### config.mk
export PLATFORM = sky130hd
export DESIGN_NAME = block_transposition_cipher_top
export DESIGN_NICKNAME = d
export VERILOG_FILES = /design/src/rtl/btc_pkg.sv /design/src/rtl/btc_front.sv /design/src/rtl/btc_queue.sv /design/src/rtl/btc_back.sv /design/src/rtl/block_transposition_cipher_top.sv
export SDC_FILE = /design/constraint.sdc
export NUM_CORES = 1
export LEC_CHECK = 0
export BUFFER_PORTS_ARGS = -buffer_cell sky130_fd_sc_hd__buf_2
export CORE_MARGIN = 8
export CORE_UTILIZATION = 59
export CTS_BUF_LIST = sky130_fd_sc_hd__clkbuf_2
export CTS_CLUSTER_DIAMETER = 200
export DETAILED_ROUTE_END_ITERATION = 10
export PLACE_DENSITY_LB_ADDON = 0.08
export SYNTH_ARGS = -nofsm -noshare
export SYNTH_HDL_FRONTEND = slang
export SYNTH_SLANG_ARGS = --single-unit
### constraint.sdc
create_clock -name clk -period 7.18 [get_ports clk]
set_input_delay 0.359 -clock clk [delete_from_list [all_inputs] [get_ports clk]]
set_output_delay 0.359 -clock clk [all_outputs]
set_load 0.01 [all_outputs]
### src/rtl/btc_pkg.sv
// shared types and constants for the block transposition cipher
`timescale 1ns / 1ps
`default_nettype none
package btc_pkg;

  localparam int MAX_BLOCK_DEF = 8;
  localparam int PERM_ENTRIES  = 8;
  localparam int ENT_W         = 3;
  localparam int JW            = 3;

  localparam logic [7:0]  SPACE_BYTE    = 8'h20;
  localparam logic [3:0]  BLOCK_LEN_RST = 4'd8;
  localparam logic [23:0] PERM_MAP_RST  = 24'hFAC688;

  // configuration register indexes
  localparam logic REG_BLOCK_LEN = 1'b0;
  localparam logic REG_PERM_MAP  = 1'b1;

  typedef struct packed {
    logic [7:0] data_byte;
    logic       end_of_message;
  } in_word_t;

  typedef struct packed {
    logic [7:0] out_byte;
    logic       last_in_block;
    logic       message_done;
  } out_word_t;

  // one closed block: unfilled positions already hold a space
  typedef struct packed {
    logic [PERM_ENTRIES-1:0][7:0] bytes;
    logic [3:0]                   len;
    logic                         eom;
  } blk_t;

endpackage
`default_nettype wire

### src/rtl/btc_front.sv
// front end: collects bytes into the block buffer and closes blocks
`timescale 1ns / 1ps
`default_nettype none
module btc_front #(
  parameter int MAX_BLOCK = btc_pkg::MAX_BLOCK_DEF
) (
  input  wire logic             clk,
  input  wire logic             rst_n,
  input  wire logic             in_fire,
  input  wire btc_pkg::in_word_t in_word,
  input  wire logic [3:0]       block_len,
  output logic                  push,
  output btc_pkg::blk_t         push_blk
);
  import btc_pkg::*;

  localparam int CAP  = (MAX_BLOCK < PERM_ENTRIES) ? MAX_BLOCK : PERM_ENTRIES;
  localparam int IW   = $clog2(MAX_BLOCK);
  localparam int FW   = $clog2(MAX_BLOCK + 1);
  localparam int CMPW = (FW > 4) ? FW : 4;

  logic [7:0]    store_r [MAX_BLOCK];
  logic [FW-1:0] fill_r, fill_nxt, fill_new;
  logic [3:0]    len;
  logic          stored, close;

  // effective length: zero acts as one, large values clamp
  always_comb begin
    len = block_len;
    if (len == 4'd0) len = 4'd1;
    if (len > 4'(CAP)) len = 4'(CAP);
  end

  assign stored   = (fill_r < FW'(MAX_BLOCK));
  assign fill_new = stored ? fill_r + FW'(1) : fill_r;
  assign close    = in_word.end_of_message || (CMPW'(fill_new) >= CMPW'(len));
  assign push     = in_fire && close;

  always_comb begin
    fill_nxt = fill_r;
    if (in_fire) fill_nxt = close ? '0 : fill_new;
  end

  always_ff @(posedge clk) begin
    if (!rst_n) begin
      fill_r <= '0;
    end else begin
      fill_r <= fill_nxt;
    end
  end

  always_ff @(posedge clk) begin
    if (in_fire && stored) begin
      store_r[fill_r[IW-1:0]] <= in_word.data_byte;
    end
  end

  // snapshot of the closing block, incoming byte merged in
  always_comb begin
    push_blk.len = len;
    push_blk.eom = in_word.end_of_message;
    for (int i = 0; i < PERM_ENTRIES; i++) begin
      push_blk.bytes[i] = SPACE_BYTE;
      if (i < CAP) begin
        if (FW'(i) == fill_r) push_blk.bytes[i] = in_word.data_byte;
        else if (FW'(i) < fill_r) push_blk.bytes[i] = store_r[IW'(i)];
      end
    end
  end

endmodule
`default_nettype wire

### src/rtl/btc_queue.sv
// two-entry queue of closed blocks between front and back end
`timescale 1ns / 1ps
`default_nettype none
module btc_queue (
  input  wire logic          clk,
  input  wire logic          rst_n,
  input  wire logic          push,
  input  wire btc_pkg::blk_t push_blk,
  input  wire logic          pop,
  output btc_pkg::blk_t      head,
  output logic               empty,
  output logic               full
);
  import btc_pkg::*;

  blk_t       mem_r [2];
  logic       wr_r, wr_nxt, rd_r, rd_nxt;
  logic [1:0] cnt_r, cnt_nxt;

  assign empty = (cnt_r == 2'd0);
  assign full  = (cnt_r == 2'd2);
  assign head  = mem_r[rd_r];

  always_comb begin
    wr_nxt  = push ? ~wr_r : wr_r;
    rd_nxt  = pop ? ~rd_r : rd_r;
    cnt_nxt = cnt_r + 2'(push) - 2'(pop);
  end

  always_ff @(posedge clk) begin
    if (!rst_n) begin
      wr_r  <= 1'b0;
      rd_r  <= 1'b0;
      cnt_r <= 2'd0;
    end else begin
      wr_r  <= wr_nxt;
      rd_r  <= rd_nxt;
      cnt_r <= cnt_nxt;
    end
  end

  always_ff @(posedge clk) begin
    if (push) mem_r[wr_r] <= push_blk;
  end

endmodule
`default_nettype wire

### src/rtl/btc_back.sv
// back end: walks the permutation and emits one word per cycle while out_stall is low
`timescale 1ns / 1ps
`default_nettype none
module btc_back (
  input  wire logic          clk,
  input  wire logic          rst_n,
  input  wire logic [23:0]   perm_map,
  input  wire btc_pkg::blk_t q_head,
  input  wire logic          q_empty,
  output logic               q_pop,
  output logic               out_valid,
  input  wire logic          out_stall,
  output btc_pkg::out_word_t out_data
);
  import btc_pkg::*;

  blk_t            cur_r, cur_nxt;
  logic            busy_r, busy_nxt;
  logic [JW-1:0]   j_r, j_nxt;
  logic            out_valid_r, out_valid_nxt;
  out_word_t       out_r, out_nxt, word;
  logic [ENT_W-1:0] src;
  logic            adv, last;

  assign src  = perm_map[5'(j_r) * 5'(ENT_W) +: ENT_W];
  assign last = (4'(j_r) == cur_r.len - 4'd1);
  assign adv  = !out_valid_r || !out_stall;

  always_comb begin
    word.out_byte      = (4'(src) < cur_r.len) ? cur_r.bytes[src] : SPACE_BYTE;
    word.last_in_block = last;
    word.message_done  = last && cur_r.eom;
  end

  always_comb begin
    cur_nxt       = cur_r;
    busy_nxt      = busy_r;
    j_nxt         = j_r;
    out_valid_nxt = out_valid_r;
    out_nxt       = out_r;
    q_pop         = 1'b0;
    if (busy_r) begin
      if (adv) begin
        out_nxt       = word;
        out_valid_nxt = 1'b1;
        if (last) begin
          // chain straight into the next block when one is waiting
          if (!q_empty) begin
            q_pop   = 1'b1;
            cur_nxt = q_head;
            j_nxt   = '0;
          end else begin
            busy_nxt = 1'b0;
          end
        end else begin
          j_nxt = j_r + JW'(1);
        end
      end
    end else begin
      if (adv) out_valid_nxt = 1'b0;
      if (!q_empty) begin
        q_pop    = 1'b1;
        cur_nxt  = q_head;
        busy_nxt = 1'b1;
        j_nxt    = '0;
      end
    end
  end

  always_ff @(posedge clk) begin
    if (!rst_n) begin
      busy_r      <= 1'b0;
      out_valid_r <= 1'b0;
      j_r         <= '0;
    end else begin
      busy_r      <= busy_nxt;
      out_valid_r <= out_valid_nxt;
      j_r         <= j_nxt;
    end
  end

  always_ff @(posedge clk) begin
    cur_r <= cur_nxt;
    out_r <= out_nxt;
  end

  assign out_valid = out_valid_r;
  assign out_data  = out_r;

endmodule
`default_nettype wire

### src/rtl/block_transposition_cipher_top.sv
// top level of the block transposition cipher
// usage:
//   in_valid/in_stall/in_data carry one message byte per word, with an
//   end-of-message flag. a word is taken when in_valid is high and in_stall low.
//   out_valid/out_stall/out_data return permuted bytes; a word leaves when
//   out_valid is high and out_stall low. each closed block gives a run of its
//   clamped length in words, the last flagged, message_done if closed by eom.
//   cfg_valid/cfg_ready/cfg_index/cfg_data write block_len (index 0) and
//   perm_map (index 1); cfg_ready is always high, write only while idle.
// timing:
//   the front end takes one byte per cycle while in_stall is low; the back end
//   emits one word per cycle while out_stall is low, so the sustained rate is
//   one byte per cycle. the first word of a run reaches the output through
//   the block load and then the output register, once the back end is free;
//   the queue is written at the edge that takes the closing byte.
// reset: fill count, queue and output valid clear; config returns to length 8
//   and the identity map. when out_stall holds, the output register keeps its
//   word, the two-entry block queue fills and then in_stall rises.
`timescale 1ns / 1ps
`default_nettype none
module block_transposition_cipher_top #(
  parameter int MAX_BLOCK = btc_pkg::MAX_BLOCK_DEF
) (
  input  wire logic               clk,
  input  wire logic               rst_n,
  // byte input
  input  wire logic               in_valid,
  output logic                    in_stall,
  input  wire btc_pkg::in_word_t  in_data,
  // permuted output
  output logic                    out_valid,
  input  wire logic               out_stall,
  output btc_pkg::out_word_t      out_data,
  // register writes
  input  wire logic               cfg_valid,
  output logic                    cfg_ready,
  input  wire logic               cfg_index,
  input  wire logic [23:0]        cfg_data
);
  import btc_pkg::*;

  logic [3:0]  block_len_r, block_len_nxt;
  logic [23:0] perm_map_r, perm_map_nxt;
  logic        in_fire;
  logic        push, pop, q_empty, q_full;
  blk_t        push_blk, q_head;

  // config registers, always writable
  assign cfg_ready = 1'b1;

  always_comb begin
    block_len_nxt = block_len_r;
    perm_map_nxt  = perm_map_r;
    if (cfg_valid && cfg_ready) begin
      case (cfg_index)
        REG_BLOCK_LEN: block_len_nxt = cfg_data[3:0];
        REG_PERM_MAP:  perm_map_nxt  = cfg_data;
        default: ;
      endcase
    end
  end

  always_ff @(posedge clk) begin
    if (!rst_n) begin
      block_len_r <= BLOCK_LEN_RST;
      perm_map_r  <= PERM_MAP_RST;
    end else begin
      block_len_r <= block_len_nxt;
      perm_map_r  <= perm_map_nxt;
    end
  end

  // hold input off while no queue slot is free for a closing block
  assign in_stall = q_full;
  assign in_fire  = in_valid && !in_stall;

  btc_front #(.MAX_BLOCK(MAX_BLOCK)) u_front (
    .clk       (clk),
    .rst_n     (rst_n),
    .in_fire   (in_fire),
    .in_word   (in_data),
    .block_len (block_len_r),
    .push      (push),
    .push_blk  (push_blk)
  );

  btc_queue u_queue (
    .clk      (clk),
    .rst_n    (rst_n),
    .push     (push),
    .push_blk (push_blk),
    .pop      (pop),
    .head     (q_head),
    .empty    (q_empty),
    .full     (q_full)
  );

  btc_back u_back (
    .clk       (clk),
    .rst_n     (rst_n),
    .perm_map  (perm_map_r),
    .q_head    (q_head),
    .q_empty   (q_empty),
    .q_pop     (pop),
    .out_valid (out_valid),
    .out_stall (out_stall),
    .out_data  (out_data)
  );

endmodule
`default_nettype wire
==> impl_metrics.ini <==
[synthesis]
synth_compound_area_share_pct = 5.86
synth_area_leaders = edfxtp_1 65%, mux2_2 7.1%, dfxtp_1 6.5%
ys_async_sr_fraction_pct = 0
synth_top_cell_area_share_pct = 65.0
synth_seq_cells = 323
syn-num-nets = 889
synthAdderAreaFrac_pct = 1.35
syn_avg_cell_area_um2 = 15.5
synth_top_family_by_area = multiplexers
ys_warn_count = 0
synthTopCellsByCount = 281 x edfxtp_1, 110 x nand2_1, 82 x mux2_2
synth_top_area_cell = edfxtp_1
synth_simple_gate_area_share_pct = 6.47
synth_xor_area_share_pct = 0.540
yosysUniqueCellTypes = 48
syn_inst = 836
ys_seq_area_share_pct = 71.5
synth_flop_cell = edfxtp_1
yosysMostFrequentCell = edfxtp_1
synthesis.area_um2 = 13000
synth-edff-count = 281
synthMuxAreaShare_pct = 11.7

[sta]
rsz0062_at_grt = no
finalClockSkew_ns = 0.0593
hold_viol_final = 0
hold_ws_ns = 0.122
relSlewSlack_pct = 36.0
min_period_ns = 4.02
setup_viol = 0
final.period_utilization_pct = 55.9
finalMaxSlewViolations = 0
setup_tns_ns = 0
tightest_slew_ns = 0.960
fmax_mhz = 249

[power]
intPower_w = 0.00337
switchingPower_w = 0.00132
p_leak_nw = 5.38
p_comb_share_pct = 20.9
clockPowerShare_pct = 25.4
switching_share_pct = 28.1
p_per_area_nw_per_um2 = 321
vdd_drop_max_mv = 0.165
pwr-share-seq_pct = 53.7

[floorplan]
die_w_um = 164
ios = 52
die_area_um2 = 27000
rows = 54
start_util_pct = 59.9
dieHeight_um = 164
coreArea_um2 = 21700

[placed_design]
place_area_um2 = 13400
portBuffers = 50
routabilityCongestion = 0.913
placedCellCount = 1121
dp_hpwl_mm = 17.2

[critical_path]
r2r_end = u_queue.mem_r[1][39]$_DFFE_PP_
reg2reg_slack_ns = 3.16
cp-end-kind = flip-flop
critPathRequiredTime_ns = 7.61
worstPathArrival_ns = 4.45
crit_path_start_kind = flip-flop
crit_chain = inv_1, ha_1, inv_1, ha_1, nand2b_1, a21o_1, a21o_1, a211oi_1, nor2_1, and2_2, buf_4
worstPathMaxFanout = 69
critPathKind = reg -> reg
crit_buf_inv = 3
cp_top_family = compound AO/OA/AOI/OAI gates
cpMaxStageDelayCell = dfxtp_1
reg2reg_depth = 11
cpPeakStageDelay_ns = 0.80
r2r_start = u_front.fill_r[3]$_SDFFE_PN0P_

[hold_path]
hp-start = cfg_valid
holdPathStages = 4
min_to = block_len_r[0]$_SDFFE_PN0P_
hold_class = in -> reg

[drt]
ant_nets = 0
viasPerCell = 5.59
vias = 7278
dr.pass1.iters = 4
drt_iter0_drc = 607
wirelength_mm = 26.7
wire_per_inst_um = 20.5
drc = 0

[cts]
clockBufferDepth = 3
cts_tree = done
path_clk_slew_ns = 0.11
insertion_delay_ns = 0.83
htree_levels = 3
cts_buffers = 79
post-cts-setup-buffer-count = 0
postCtsHoldBufs = 48
cts-root-buf = clkbuf_2
cts.sinks = 323
postCtsResizedCells = 0

[finish]
fin_cells = 1302
multi_input_area_um2 = 3380
syn_to_final_growth_pct = 12.5
seqCellArea_um2 = 9280
nets = 1023
post-route-cell-area_um2 = 14600
drive_gt1_share_pct = 27.0
fillers = 1542

[global_route]
grt_pass1_wl_mm = 41.0
grt_util_all_layers_pct = 20.3
antenna_found_initial = 1
grt_max_degree = 70
grt_pass1_vias = 7495
grt_overflow = 0

[outcome]
status = completed

[run]
maxCapViolations = 0
layout by cell type, fill, tap and decap left out, types with 3 or more instances in the layout:
| cell | netlist | final |
|---|---|---|
| clkinv_1 | 0 | 14 |
| mux2_2 | 82 | 82 |
| nor2_1 | 30 | 29 |
| xnor2_1 | 4 | 4 |
| mux4_2 | 9 | 9 |
| o21ai_0 | 28 | 28 |
| dlygate4sd3_1 | 0 | 48 |
| edfxtp_1 | 281 | 281 |
| dfxtp_1 | 42 | 41 |
| buf_4 | 2 | 7 |
| mux4_1 | 11 | 11 |
| nor3_1 | 6 | 6 |
| buf_2 | 0 | 50 |
| nand2b_1 | 6 | 6 |
| inv_2 | 0 | 3 |
| a21oi_1 | 18 | 18 |
| a22oi_1 | 3 | 3 |
| xor2_1 | 4 | 4 |
| mux2i_1 | 8 | 8 |
| inv_1 | 26 | 25 |
| ha_1 | 14 | 14 |
| a22o_1 | 42 | 42 |
| nor2b_1 | 4 | 4 |
| bufinv_16 | 0 | 3 |
| nand2_1 | 110 | 110 |
| nand3_1 | 19 | 19 |
| clkbuf_2 | 0 | 110 |
| and2_1 | 9 | 8 |
kinds of logic (layout without fill, tap and decap cells):
family                     Yosys count  after routing
muxes                              111            111
xor gates and xnor gates             8              8
and+or+nand+nor                    193            193
buffers and inverters               78            262
DFF                                323            323
adders and majority gates           14             14
other                                1              3
AOI/OAI and AO/OA                  108            108
sequential cells by signal (all words and copies together) (netlist names), 2 cells and up, named ones only:
signal           count
u_queue.mem_r      138
block_len_r          4
u_queue.cnt_r        2
perm_map_r          24
u_front.store_r     64
u_back.cur_r        69
u_back.j_r           3
u_back.out_data     10
u_front.fill_r       4
area by class of cell:
class | instances | share of cell area [%]
sequential | 323 | 63.5
multi-input combinational | 435 | 23.1
timing repair buffer | 105 | 5.36
clock buffer | 110 | 3.77
tap | 280 | 2.40
clock inverter | 21 | 1.11
inverter | 26 | 0.668
antenna | 2 | 0.0343
worst min-delay path, stage by stage:
cell and delay [ns]:
buf_2 0.11, nor2b_1 0.20, mux2i_1 0.14, nor2_1 0.07
how the worst max path moves through the flow:
stage / startpoint / endpoint / slack [ns] / cells after the start
2_1_floorplan: u_back.cur_r[1]$_DFFE_PP_ / u_back.cur_r[0]$_DFFE_PP_ / 1.92 / 7
3_3_place_gp: u_front.fill_r[3]$_SDFFE_PN0P_ / u_queue.mem_r[1][11]$_DFFE_PP_ / 3.39 / 11
3_5_place_dp: u_front.fill_r[3]$_SDFFE_PN0P_ / u_queue.mem_r[1][7]$_DFFE_PP_ / 3.28 / 11
4_1_cts: u_front.fill_r[3]$_SDFFE_PN0P_ / u_queue.mem_r[1][0]$_DFFE_PP_ / 3.21 / 11
5_1_grt: u_front.fill_r[3]$_SDFFE_PN0P_ / u_queue.mem_r[1][35]$_DFFE_PP_ / 2.87 / 11
6_report: u_front.fill_r[3]$_SDFFE_PN0P_ / u_queue.mem_r[1][39]$_DFFE_PP_ / 3.16 / 11
layer usage:
| metal | vias up | GRT usage, % | part of all wire, % | routed length (µm) |
|---|---|---|---|---|
| li1 | 3441 | - | - | - |
| met1 | 3515 | 27.9 | 46 | 12200 |
| met2 | 277 | 31.1 | 45 | 12000 |
| met3 | 45 | 4.19 | 6.9 | 1830 |
| met4 | 0 | 8.60 | 2.3 | 618 |
| met5 | - | 0 | 0 | 0 |
metrics by stage:
stage | util, % | setup slack [ns] | total power (W)
floorplan | - | 1.92 | 0.00325
global placement | 61.8 | 3.39 | 0.00350
detailed placement | 61.8 | 3.28 | 0.00353
CTS | 67.3 | 3.21 | 0.00474
global route | 67.3 | 2.87 | 0.00493
finish | 67.3 | 3.16 | 0.00469
power by group through the flow:
| stage | Sequential [W] | Clock [W] | Combinational (W) |
|---|---|---|---|
| 2_1_floorplan | 0.00254 | 0 | 0.000704 |
| 3_3_place_gp | 0.00255 | 0 | 0.000946 |
| 4_1_cts | 0.00252 | 0.00122 | 0.000994 |
| 5_1_grt | 0.00255 | 0.00131 | 0.00107 |
| 6_report | 0.00252 | 0.00119 | 0.000979 |
| 3_5_place_dp | 0.00257 | 0 | 0.000965 |
Power figures use the tool's default switching activity.
